<file path="config.mk">
export PLATFORM = sky130hd
export DESIGN_NAME = accel_activity_and_step_counter_unit
export DESIGN_NICKNAME = d
export VERILOG_FILES = /design/src/hw/rtl/aasc_pkg.sv /design/src/hw/rtl/aasc_sqmac.sv /design/src/hw/rtl/aasc_sqrt.sv /design/src/hw/rtl/aasc_ped.sv /design/src/hw/rtl/accel_activity_and_step_counter_unit.sv
export SDC_FILE = /design/constraint.sdc
export NUM_CORES = 2
export LEC_CHECK = 0
export ABC_AREA = 1
export BUFFER_PORTS_ARGS = -buffer_cell sky130_fd_sc_hd__buf_2
export CORE_ASPECT_RATIO = 0.8
export CORE_UTILIZATION = 25
export CTS_CLUSTER_DIAMETER = 150
export CTS_CLUSTER_SIZE = 8
export DETAILED_ROUTE_END_ITERATION = 7
export PLACE_DENSITY = 0.49
export SETUP_SLACK_MARGIN = 0.5
export SYNTH_ARGS = -nofsm -noshare
export SYNTH_HDL_FRONTEND = slang
export SYNTH_SLANG_ARGS = --single-unit
</file>
<file path="constraint.sdc">
create_clock -name clk -period 23.7 [get_ports clk]
set_clock_uncertainty 0.1 [all_clocks]
set_input_delay 1.185 -clock clk [delete_from_list [all_inputs] [get_ports clk]]
set_output_delay 1.185 -clock clk [all_outputs]
set_load 0.02 [all_outputs]
</file>
<file path="src/hw/rtl/aasc_pkg.sv">
// Shared types and constants for the activity and step counter.
// Holds the sequencer state type, word kinds, register indexes and the
// pedometer control struct. No dependencies.
package aasc_pkg;

  // Field widths
  localparam int AXIS_W   = 16;
  localparam int WORD_W   = 32;
  localparam int SUM_W    = 64;
  localparam int MAG_W    = 17;
  localparam int AMP_W    = 15;
  localparam int STEP_W   = 16;
  localparam int SHIFT_W  = 5;
  localparam int CFG_W    = 16;
  localparam int N_AXES   = 3;
  localparam int AX_IDX_W = 2;

  // Digit-serial squaring: digit size and digits per operand
  localparam int DIGIT_W  = 4;
  localparam int N_DIGITS = WORD_W / DIGIT_W;
  localparam int DCNT_W   = $clog2(N_DIGITS + 1);

  // Square root starts from the top even bit
  localparam logic [WORD_W-1:0] SQRT_TOP_BIT = 32'h4000_0000;
  // Pedometer amplitude clamp
  localparam logic [AMP_W-1:0]  PED_CLAMP    = 15'h7FFF;

  // Register reset values
  localparam logic [SHIFT_W-1:0] RST_DC_SHIFT  = 5'd4;
  localparam logic [AMP_W-1:0]   RST_MIN_LEVEL = 15'd100;
  localparam logic [STEP_W-1:0]  RST_MIN_INTV  = 16'd10;
  localparam logic [STEP_W-1:0]  RST_MAX_INTV  = 16'd100;

  // Input word kinds
  typedef enum logic [1:0] {
    KIND_SAMPLE     = 2'd0,
    KIND_EPOCH      = 2'd1,
    KIND_PED_INIT   = 2'd2,
    KIND_READ_CLEAR = 2'd3
  } kind_t;

  // Configuration register indexes
  typedef enum logic [1:0] {
    CFG_DC_SHIFT  = 2'd0,
    CFG_MIN_LEVEL = 2'd1,
    CFG_MIN_INTV  = 2'd2,
    CFG_MAX_INTV  = 2'd3
  } cfg_idx_t;

  // Sequencer states
  typedef enum logic [3:0] {
    ST_IDLE,
    ST_DC,
    ST_HP,
    ST_MUL,
    ST_ROOT,
    ST_PEAK,
    ST_DETECT,
    ST_EXEC,
    ST_FINISH
  } state_t;

  // Pedometer commands from the sequencer
  typedef struct packed {
    logic upd_peak;
    logic upd_detect;
    logic init;
    logic clear;
  } ped_ctrl_t;

endpackage

</file>
<file path="src/hw/rtl/aasc_sqmac.sv">
// Digit-serial square-and-accumulate unit, modulo 2^32.
// Squares one operand a digit per cycle and adds it into a running sum.
// Depends on aasc_pkg.
module aasc_sqmac import aasc_pkg::*; (
  input  logic              clk,
  input  logic              rst_n,
  input  logic              clr,
  input  logic              load,
  input  logic [WORD_W-1:0] operand,
  output logic              busy,
  output logic [WORD_W-1:0] acc
);

  logic [WORD_W-1:0] mcand_r, mcand_nxt;
  logic [WORD_W-1:0] mplier_r, mplier_nxt;
  logic [WORD_W-1:0] acc_r, acc_nxt;
  logic [DCNT_W-1:0] cnt_r, cnt_nxt;
  logic [WORD_W-1:0] partial;

  // One digit of the multiplier times the shifted multiplicand
  assign partial = WORD_W'(mcand_r * mplier_r[DIGIT_W-1:0]);

  // Load, advance one digit, or hold
  always_comb begin
    mcand_nxt  = mcand_r;
    mplier_nxt = mplier_r;
    acc_nxt    = acc_r;
    cnt_nxt    = cnt_r;
    if (clr) begin
      acc_nxt = '0;
    end
    if (load) begin
      mcand_nxt  = operand;
      mplier_nxt = operand;
      cnt_nxt    = DCNT_W'(N_DIGITS);
    end else if (cnt_r != '0) begin
      acc_nxt    = acc_r + partial;
      mcand_nxt  = mcand_r << DIGIT_W;
      mplier_nxt = mplier_r >> DIGIT_W;
      cnt_nxt    = cnt_r - 1'b1;
    end
  end

  always_ff @(posedge clk) begin
    if (!rst_n) begin
      cnt_r <= '0;
      acc_r <= '0;
    end else begin
      cnt_r <= cnt_nxt;
      acc_r <= acc_nxt;
    end
    mcand_r  <= mcand_nxt;
    mplier_r <= mplier_nxt;
  end

  assign busy = (cnt_r != '0);
  assign acc  = acc_r;

endmodule

</file>
<file path="src/hw/rtl/aasc_sqrt.sv">
// Bit-serial rounded integer square root of a 32-bit word.
// Resolves one root bit per cycle, then applies rounding. Depends on aasc_pkg.
module aasc_sqrt import aasc_pkg::*; (
  input  logic              clk,
  input  logic              rst_n,
  input  logic              start,
  input  logic [WORD_W-1:0] radicand,
  output logic              busy,
  output logic [MAG_W-1:0]  root
);

  logic [WORD_W-1:0] op_r, op_nxt;
  logic [WORD_W-1:0] res_r, res_nxt;
  logic [WORD_W-1:0] one_r, one_nxt;
  logic              run_r, run_nxt;
  logic [WORD_W-1:0] trial;

  assign trial = res_r + one_r;

  // Iterate while the probe bit is set, then round and stop
  always_comb begin
    op_nxt  = op_r;
    res_nxt = res_r;
    one_nxt = one_r;
    run_nxt = run_r;
    if (start) begin
      op_nxt  = radicand;
      res_nxt = '0;
      one_nxt = SQRT_TOP_BIT;
      run_nxt = 1'b1;
    end else if (run_r) begin
      if (one_r != '0) begin
        if (op_r >= trial) begin
          op_nxt  = op_r - trial;
          res_nxt = (res_r + (one_r << 1)) >> 1;
        end else begin
          res_nxt = res_r >> 1;
        end
        one_nxt = one_r >> 2;
      end else begin
        if (op_r > res_r) begin
          res_nxt = res_r + 1'b1;
        end
        run_nxt = 1'b0;
      end
    end
  end

  always_ff @(posedge clk) begin
    if (!rst_n) begin
      run_r <= 1'b0;
    end else begin
      run_r <= run_nxt;
    end
    op_r  <= op_nxt;
    res_r <= res_nxt;
    one_r <= one_nxt;
  end

  assign busy = run_r;
  assign root = res_r[MAG_W-1:0];

endmodule

</file>
<file path="src/hw/rtl/aasc_ped.sv">
// Peak-to-peak pedometer: max/min trackers, phase detector and step counts.
// Updates peaks on the peak command and runs detection on the detect command. Depends on aasc_pkg.
module aasc_ped import aasc_pkg::*; (
  input  logic                    clk,
  input  logic                    rst_n,
  input  ped_ctrl_t               ctrl,
  input  logic [AMP_W-1:0]        amp,
  input  logic signed [AXIS_W-1:0] init_level,
  input  logic [AMP_W-1:0]        min_level,
  input  logic [STEP_W-1:0]       min_intv,
  input  logic [STEP_W-1:0]       max_intv,
  output logic [STEP_W-1:0]       step_count,
  output logic [STEP_W-1:0]       total_steps,
  output logic [AMP_W-1:0]        activity_level
);

  logic signed [AXIS_W-1:0] max_r, max_nxt;
  logic signed [AXIS_W-1:0] min_r, min_nxt;
  logic signed [AXIS_W-1:0] level_r, level_nxt;
  logic                     phase_r, phase_nxt;
  logic [STEP_W-1:0]        intv_r, intv_nxt;
  logic [STEP_W-1:0]        total_r, total_nxt;
  logic [STEP_W-1:0]        since_r, since_nxt;

  logic signed [AXIS_W:0]   level_p1;
  logic signed [AXIS_W:0]   decay17;
  logic signed [AXIS_W-1:0] decay;
  logic signed [AXIS_W-1:0] amp_s;
  logic signed [AXIS_W-1:0] max_dec;
  logic signed [AXIS_W-1:0] min_dec;
  logic signed [AXIS_W-1:0] lvl;
  logic signed [AXIS_W-1:0] quarter;
  logic signed [AXIS_W-1:0] tlow;
  logic signed [AXIS_W-1:0] thigh;
  logic                     active;
  logic [STEP_W-1:0]        intv_tmp;
  logic [STEP_W-1:0]        intv_inc;

  // Decay of the peak trackers and the range thresholds
  assign amp_s    = $signed({1'b0, amp});
  assign level_p1 = $signed({level_r[AXIS_W-1], level_r}) + 17'sd1;
  assign decay17  = level_p1 >>> 3;
  assign decay    = decay17[AXIS_W-1:0];
  assign max_dec  = max_r - decay;
  assign min_dec  = min_r + decay;
  assign lvl      = max_r - min_r;
  assign quarter  = lvl >>> 2;
  assign tlow     = min_r + quarter;
  assign thigh    = max_r - quarter;
  assign active   = $signed({lvl[AXIS_W-1], lvl}) > $signed({2'b00, min_level});

  always_comb begin
    max_nxt   = max_r;
    min_nxt   = min_r;
    level_nxt = level_r;
    phase_nxt = phase_r;
    intv_nxt  = intv_r;
    total_nxt = total_r;
    since_nxt = since_r;
    intv_tmp  = intv_r;
    intv_inc  = '0;
    priority if (ctrl.init) begin
      // Restart the pedometer at the given level
      max_nxt   = init_level;
      min_nxt   = init_level;
      level_nxt = '0;
      phase_nxt = 1'b0;
      intv_nxt  = '0;
      total_nxt = '0;
      since_nxt = '0;
    end else if (ctrl.clear) begin
      since_nxt = '0;
    end else if (ctrl.upd_peak) begin
      // Decay toward each other, then fast attack on the new amplitude
      max_nxt = (max_dec <= amp_s) ? amp_s : max_dec;
      min_nxt = (min_dec >= amp_s) ? amp_s : min_dec;
    end else if (ctrl.upd_detect) begin
      level_nxt = lvl;
      if (active) begin
        if (amp_s < tlow) begin
          phase_nxt = 1'b1;
        end else if (phase_r && (amp_s > thigh) && (intv_r > min_intv)) begin
          intv_tmp  = '0;
          phase_nxt = 1'b0;
          total_nxt = total_r + 1'b1;
          since_nxt = since_r + 1'b1;
        end
        // Advance the interval and drop the phase on timeout
        intv_inc = intv_tmp + 1'b1;
        if (intv_inc > max_intv) begin
          intv_nxt  = min_intv;
          phase_nxt = 1'b0;
        end else begin
          intv_nxt = intv_inc;
        end
      end
    end
  end

  always_ff @(posedge clk) begin
    if (!rst_n) begin
      max_r   <= '0;
      min_r   <= '0;
      level_r <= '0;
      phase_r <= 1'b0;
      intv_r  <= '0;
      total_r <= '0;
      since_r <= '0;
    end else begin
      max_r   <= max_nxt;
      min_r   <= min_nxt;
      level_r <= level_nxt;
      phase_r <= phase_nxt;
      intv_r  <= intv_nxt;
      total_r <= total_nxt;
      since_r <= since_nxt;
    end
  end

  assign step_count     = since_r;
  assign total_steps    = total_r;
  assign activity_level = level_r[AMP_W-1:0];

endmodule

</file>
<file path="src/hw/rtl/accel_activity_and_step_counter_unit.sv">
// Accelerometer activity and step counter, top level.
// Sequencer, DC trackers, epoch accumulator and output register.
// Depends on aasc_pkg, aasc_sqmac, aasc_sqrt and aasc_ped.
//
// Input channel (in_*): one word per item; in_tuser carries the kind
// (sample, start epoch, pedometer init, read and clear steps), in_tdata the
// three axis samples and the pedometer init level. Output channel (out_*):
// one word per item with magnitude, epoch counters, step counts and level.
// Configuration channel (cfg_*): index and data, always ready.
// A sample word passes per axis through the DC tracker, the high-pass value
// and the digit-serial square (8 digits of 4 bits), then through the
// bit-serial square root (16 root bits and rounding), the pedometer peak and
// detect updates and the output register load. Other kinds pass through the
// execute state to the output register load.
// One word is in flight at a time; the next is accepted once the result has
// moved into the output register, so a result waiting on out_tready does not
// block intake until the following result is ready.
// Reset restores default registers and clears trackers, epoch counters and
// pedometer state. When the receiver stalls, the finished result holds in
// the sequencer until the output register frees.
module accel_activity_and_step_counter_unit import aasc_pkg::*; (
  input  logic          clk,
  input  logic          rst_n,
  input  logic          in_tvalid,
  output logic          in_tready,
  input  logic [63:0]   in_tdata,   // accel_x, accel_y, accel_z, initial_level
  input  logic [1:0]    in_tuser,   // kind
  output logic          out_tvalid,
  input  logic          out_tready,
  // magnitude, samples_in_epoch, epoch_sum, step_count, total_steps,
  // activity_level
  output logic [159:0]  out_tdata,
  input  logic          cfg_valid,
  output logic          cfg_ready,
  input  logic [1:0]    cfg_index,
  input  logic [CFG_W-1:0] cfg_data
);

  state_t state_r, state_nxt;

  // Configuration registers
  logic [SHIFT_W-1:0] shift_r;
  logic [AMP_W-1:0]   min_level_r;
  logic [STEP_W-1:0]  min_intv_r;
  logic [STEP_W-1:0]  max_intv_r;

  // Captured item
  kind_t                    kind_r;
  logic signed [AXIS_W-1:0] axis_r [N_AXES];
  logic signed [AXIS_W-1:0] init_r;
  logic [AX_IDX_W-1:0]      ax_r;

  // Tracker and epoch state
  logic [WORD_W-1:0] dc_r [N_AXES];
  logic [WORD_W-1:0] cnt_r;
  logic [SUM_W-1:0]  sum_r;
  logic [MAG_W-1:0]  mag_r;

  // Output register
  logic         out_valid_r;
  logic [159:0] out_data_r;

  // Sequencer controls
  logic      accept;
  logic      out_free;
  logic      mac_clr, mac_load, mac_busy;
  logic      root_start, root_busy;
  logic      dc_we, epoch_init, accum, out_load, ax_adv;
  ped_ctrl_t ped_ctrl;

  // Datapath wires
  logic [WORD_W-1:0]  x_ext;
  logic [WORD_W-1:0]  dc_cur;
  logic [WORD_W-1:0]  dc_shr;
  logic [WORD_W-1:0]  dc_new;
  logic [WORD_W-1:0]  hp;
  logic [WORD_W-1:0]  mac_acc;
  logic [MAG_W-1:0]   root;
  logic [AMP_W-1:0]   amp;
  logic [STEP_W-1:0]  step_count;
  logic [STEP_W-1:0]  total_steps;
  logic [AMP_W-1:0]   activity_level;

  assign accept    = in_tvalid && in_tready;
  assign out_free  = !out_valid_r || out_tready;
  assign cfg_ready = 1'b1;

  // DC tracker and high-pass value of the current axis
  assign x_ext  = WORD_W'(axis_r[ax_r]);
  assign dc_cur = dc_r[ax_r];
  assign dc_shr = WORD_W'($signed(dc_cur) >>> shift_r);
  assign dc_new = dc_cur - dc_shr + x_ext;
  assign hp     = x_ext - dc_shr;

  // Clamp the magnitude for the pedometer
  assign amp = (mag_r > MAG_W'(PED_CLAMP)) ? PED_CLAMP : mag_r[AMP_W-1:0];

  // Next state
  always_comb begin
    state_nxt = state_r;
    unique case (state_r)
      ST_IDLE: begin
        if (in_tvalid) begin
          state_nxt = (kind_t'(in_tuser) == KIND_SAMPLE) ? ST_DC : ST_EXEC;
        end
      end
      ST_DC:     state_nxt = ST_HP;
      ST_HP:     state_nxt = ST_MUL;
      ST_MUL: begin
        if (!mac_busy) begin
          state_nxt = (ax_r == AX_IDX_W'(N_AXES - 1)) ? ST_ROOT : ST_DC;
        end
      end
      ST_ROOT: begin
        if (!root_busy && !root_start) begin
          state_nxt = ST_PEAK;
        end
      end
      ST_PEAK:   state_nxt = ST_DETECT;
      ST_DETECT: state_nxt = ST_FINISH;
      ST_EXEC:   state_nxt = ST_FINISH;
      ST_FINISH: begin
        if (out_free) begin
          state_nxt = ST_IDLE;
        end
      end
      default:   state_nxt = ST_IDLE;
    endcase
  end

  // Sequencer outputs
  logic root_pending_r;

  always_comb begin
    in_tready  = 1'b0;
    mac_clr    = 1'b0;
    mac_load   = 1'b0;
    root_start = 1'b0;
    dc_we      = 1'b0;
    epoch_init = 1'b0;
    accum      = 1'b0;
    out_load   = 1'b0;
    ax_adv     = 1'b0;
    ped_ctrl   = '0;
    unique case (state_r)
      ST_IDLE: begin
        in_tready = 1'b1;
        mac_clr   = in_tvalid;
      end
      ST_DC:  dc_we    = 1'b1;
      ST_HP:  mac_load = 1'b1;
      ST_MUL: begin
        if (!mac_busy) begin
          if (ax_r == AX_IDX_W'(N_AXES - 1)) begin
            root_start = 1'b1;
          end else begin
            ax_adv = 1'b1;
          end
        end
      end
      ST_ROOT: begin
        accum = !root_busy && !root_pending_r;
      end
      ST_PEAK:   ped_ctrl.upd_peak   = 1'b1;
      ST_DETECT: ped_ctrl.upd_detect = 1'b1;
      ST_EXEC: begin
        epoch_init    = (kind_r == KIND_EPOCH);
        ped_ctrl.init = (kind_r == KIND_PED_INIT);
      end
      ST_FINISH: begin
        out_load       = out_free;
        ped_ctrl.clear = out_free && (kind_r == KIND_READ_CLEAR);
      end
      default: begin
        in_tready = 1'b0;
      end
    endcase
  end

  // Root start lands in the cycle before its busy flag rises
  always_ff @(posedge clk) begin
    if (!rst_n) begin
      state_r        <= ST_IDLE;
      root_pending_r <= 1'b0;
    end else begin
      state_r        <= state_nxt;
      root_pending_r <= root_start;
    end
  end

  // Configuration writes
  always_ff @(posedge clk) begin
    if (!rst_n) begin
      shift_r     <= RST_DC_SHIFT;
      min_level_r <= RST_MIN_LEVEL;
      min_intv_r  <= RST_MIN_INTV;
      max_intv_r  <= RST_MAX_INTV;
    end else if (cfg_valid && cfg_ready) begin
      unique case (cfg_idx_t'(cfg_index))
        CFG_DC_SHIFT:  shift_r     <= cfg_data[SHIFT_W-1:0];
        CFG_MIN_LEVEL: min_level_r <= cfg_data[AMP_W-1:0];
        CFG_MIN_INTV:  min_intv_r  <= cfg_data;
        CFG_MAX_INTV:  max_intv_r  <= cfg_data;
        default:       shift_r     <= shift_r;
      endcase
    end
  end

  // Capture the accepted word and step the axis index
  always_ff @(posedge clk) begin
    if (accept) begin
      kind_r    <= kind_t'(in_tuser);
      axis_r[0] <= in_tdata[15:0];
      axis_r[1] <= in_tdata[31:16];
      axis_r[2] <= in_tdata[47:32];
      init_r    <= in_tdata[63:48];
      ax_r      <= '0;
    end else if (ax_adv) begin
      ax_r <= ax_r + 1'b1;
    end
  end

  // DC trackers, epoch counters and magnitude
  always_ff @(posedge clk) begin
    if (!rst_n) begin
      for (int i = 0; i < N_AXES; i++) begin
        dc_r[i] <= '0;
      end
      cnt_r <= '0;
      sum_r <= '0;
      mag_r <= '0;
    end else begin
      if (accept) begin
        mag_r <= '0;
      end
      if (dc_we) begin
        dc_r[ax_r] <= dc_new;
      end
      if (epoch_init) begin
        for (int i = 0; i < N_AXES; i++) begin
          dc_r[i] <= WORD_W'(axis_r[i]) << shift_r;
        end
        cnt_r <= '0;
        sum_r <= '0;
      end
      if (accum) begin
        mag_r <= root;
        sum_r <= sum_r + SUM_W'(root);
        cnt_r <= cnt_r + 1'b1;
      end
    end
  end

  // Output register
  always_ff @(posedge clk) begin
    if (!rst_n) begin
      out_valid_r <= 1'b0;
    end else if (out_load) begin
      out_valid_r <= 1'b1;
    end else if (out_tready) begin
      out_valid_r <= 1'b0;
    end
    if (out_load) begin
      out_data_r <= {activity_level, total_steps, step_count, sum_r, cnt_r, mag_r};
    end
  end

  assign out_tvalid = out_valid_r;
  assign out_tdata  = out_data_r;

  aasc_sqmac u_sqmac (
    .clk     (clk),
    .rst_n   (rst_n),
    .clr     (mac_clr),
    .load    (mac_load),
    .operand (hp),
    .busy    (mac_busy),
    .acc     (mac_acc)
  );

  aasc_sqrt u_sqrt (
    .clk      (clk),
    .rst_n    (rst_n),
    .start    (root_start),
    .radicand (mac_acc),
    .busy     (root_busy),
    .root     (root)
  );

  aasc_ped u_ped (
    .clk            (clk),
    .rst_n          (rst_n),
    .ctrl           (ped_ctrl),
    .amp            (amp),
    .init_level     (init_r),
    .min_level      (min_level_r),
    .min_intv       (min_intv_r),
    .max_intv       (max_intv_r),
    .step_count     (step_count),
    .total_steps    (total_steps),
    .activity_level (activity_level)
  );

endmodule
</file>
==> key figures <==
Clock tree
  • Hold-fix buffers, CTS: 0
  • PostCTS Resize Cnt: 0
  • Clock Path Buffers: 3
  • CTS tree: built
  • Post-CTS Setup Inserts: 0
  • Clock slew at reported path FFs: 60 ps
  • Clock sinks: 807
  • Clk_lat worst skew: between 700 and 800 ps
  • H-tree level count: 3
  • Num CTS Buffers: 111
  • Root buffer cell: clkbuf_16

STA
  • Fmax: ~110 MHz
  • Worst relative slew slack: about 17%
  • Final Cycle Share: between 40 and 50%
  • Unrepaired setup endpoints after global routing: no
  • Post-layout min period: 9500 ps
  • Setup violators final: 0
  • Setup TNS: 0 ps
  • Final Hold Viols: 0
  • Worst-Margin Slew: 1230 ps
  • Slew Viols, Final: 0

Floorplanning
  • Row count: 156
  • IO Count: 252
  • Initial Util: 25.2%
  • DIE HEIGHT: about 430 um
  • Die width: ~540 um
  • Std-Cell Core Area: 0.226 sq mm
  • DIE AREA: between 0.2 and 0.25 sq mm

Logic synthesis
  • Post-synthesis average cell area: 7.58 sq um
  • Syn nets: 8096
  • Post-synth cell types: 77
  • Cells after Synth: 7497
  • Syn. warnings: 0
  • Dominant synthesized flop cell: edfxtp_1
  • Post-synthesis register bit count: 807
  • EDFF count, synth: 450
  • Asr flop ratio synth: 0%
  • Sequential area share after synthesis: 36.3%
  • Post-Syn Area: 0.0569 sq mm

Place
  • RePlAce Congestion: 0.891
  • Buffers on Ports: 250
  • DP HPWL: 149000 um

Finish
  • Area Growth Syn to Fin: 13.4%
  • Final nets: just over 8000
  • Layout cell share with drive strength beyond 1: 6.93%

Global routing
  • Vias in the first global route: around 48000
  • Total gr overflow: 0
  • Global-route wire length before repair: 295000 um
  • Total GRT Usage: between 15 and 20%
  • Largest net degree at the start of global routing: 107
  • Initial antenna violation count: 3

Critical path
  • Largest stage delay, worst path: 560 ps
  • Slowest stage cell, crit path: nand2_1
  • Crit Path Max Fanout: 29
  • Worst setup SP type: flop
  • WP data arrival: 10040 ps
  • CP most frequent cell: nand2_1
  • CP Capture Type: flop
  • Critical path launch point: u_ped.max_r[0]
  • Worst R2R Start: u_ped.max_r[0]
  • WP data required: 24240 ps
  • Crit path kind: flop to flop
  • Worst r2r path cells: 49

Route
  • Mean routed wirelength per cell: 18.2 um
  • Router iterations before antenna repair: 5
  • Vias: 51045
  • Vias per cell: 4.77
  • Total wire length: 195000 um
  • DRC viols: 0
  • Antenna Nets Post-Route: 0
  • First DRT Iteration DRCs: 3848

Job
  • Max-Cap Viols: 0

Min path
  • Class of the worst hold path: flop to flop
  • Hold Crit Depth: 0
  • Worst min-delay path startpoint: mag_r[8]

Outcome
  • Status: finished clean
layout make-up:
| cell class | count | area (sq um) |
|---|---|---|
| antenna | 1 | 2.50 |
| clock buffer | 182 | 3070 |
| clock inverter | 7 | 165 |
| fill | 24499 | 162000 |
| inverter | 994 | 3740 |
| multi-input combinational | 5401 | 31400 |
| sequential | 807 | 20700 |
| tap | 3002 | 3760 |
| timing repair buffer | 311 | 1710 |
placed cells by master, fill, tap and decap left out, types with 13 or more instances in the layout:
| master | Yosys | layout |
|---|---|---|
| a211oi_1 | 30 | 30 |
| a21oi_1 | 647 | 647 |
| a221oi_1 | 20 | 20 |
| a31oi_1 | 53 | 53 |
| a32o_1 | 20 | 20 |
| buf_2 | 12 | 249 |
| buf_4 | 4 | 62 |
| clkbuf_1 | 238 | 70 |
| clkbuf_16 | 0 | 112 |
| dfxtp_1 | 357 | 351 |
| edfxtp_1 | 450 | 450 |
| fa_1 | 125 | 125 |
| ha_1 | 385 | 385 |
| inv_1 | 972 | 969 |
| inv_2 | 12 | 15 |
| nand2_1 | 1820 | 1818 |
| nand3_1 | 396 | 396 |
| nand4_1 | 69 | 69 |
| nor2_1 | 390 | 386 |
| nor3_1 | 88 | 85 |
| nor3_2 | 10 | 13 |
| nor4_1 | 36 | 35 |
| o211ai_1 | 68 | 68 |
| o21a_1 | 25 | 25 |
| o21ai_0 | 716 | 714 |
| o21ai_1 | 29 | 29 |
| o21bai_1 | 32 | 32 |
| o22ai_1 | 34 | 34 |
| o31ai_1 | 28 | 28 |
| or2_2 | 19 | 19 |
| xnor2_1 | 88 | 88 |
| xor2_1 | 129 | 129 |
stage by stage:
stage / hold slack, ps / cells / util (%) / setup slack [ps] / cell area [sq um]
floorplan: 308 / 7497 / - / 5790 / 56900
global placement: 333 / 10515 / 27.1 / 14160 / 61300
detailed placement: 332 / 10515 / 27.1 / 14220 / 61300
CTS: 314 / 10704 / 28.5 / 14120 / 64500
global route: 344 / 10704 / 28.5 / 13090 / 64500
finish: 334 / 10705 / 28.5 / 14200 / 64500
worst max-delay path: cells and delay by family (launching register included):
family	cells	cell delay, ps
AO/OA/AOI/OAI	10	1960
XOR/XNOR	2	580
adder cells (fa/ha/maj)	6	1870
buffers and inverters	9	1490
flip-flops	1	300
AND/OR/NAND/NOR	22	3060
flip-flops by register name, summed over array words and instances, names as in the netlist, 17 cells and up, named ones only:
| signal | count |
|---|---|
| cnt_r | 32 |
| u_sqrt.op_r | 32 |
| dc_r | 128 |
| sum_r | 64 |
| u_sqmac.mplier_r | 32 |
| axis_r | 48 |
| out_tdata | 160 |
| u_sqrt.res_r | 32 |
| u_sqmac.mcand_r | 32 |
| u_sqmac.acc | 32 |
| mag_r | 17 |
path summary, 6_finish.rpt:
check                     endpoint  slack [ps]
setup / recovery  u_ped.intv_r[13]       14200
hold / removal        out_tdata[8]         330
setup reg to reg  u_ped.intv_r[13]       14200
hold reg to reg       out_tdata[8]         330
synthesized netlist by cell type (88+ instances only):
master,number,area share [%]
nor2_1,390,2.6
a21oi_1,647,5.7
nand3_1,396,3.5
ha_1,385,8.5
inv_1,972,6.4
nor3_1,88,0.77
clkbuf_1,238,1.6
fa_1,125,4.4
dfxtp_1,357,13
xnor2_1,88,1.4
o21ai_0,716,6.3
nand2_1,1820,12
xor2_1,129,2.0
edfxtp_1,450,24
cell families (layout without fill, tap and decap cells):
| logic type | Yosys count | in the layout | share of synthesized area, % |
|---|---|---|---|
| multiplexers | 12 | 12 | 0.211 |
| AND/OR/NAND/NOR | 2891 | 2891 | 21.3 |
| flip-flops | 807 | 807 | 36.3 |
| buffers and inverters | 1289 | 1494 | 8.59 |
| other | 1 | 2 | 0.00659 |
| XOR/XNOR | 218 | 218 | 3.37 |
| adder cells (fa/ha/maj) | 510 | 510 | 12.9 |
| AO/OA/AOI/OAI | 1769 | 1769 | 17.3 |
layer usage:
layer	GRT usage (%)	part of all wire (%)	up-vias
met1	24.4	50	24025
met5	0	0.0067	-
li1	-	-	25507
met3	2.15	5.0	239
met2	25.0	43	1272
met4	4.28	2.4	2
Power is not shown: default switching activity piles up to over one toggle a cycle in this logic, so the estimate is an artifact.
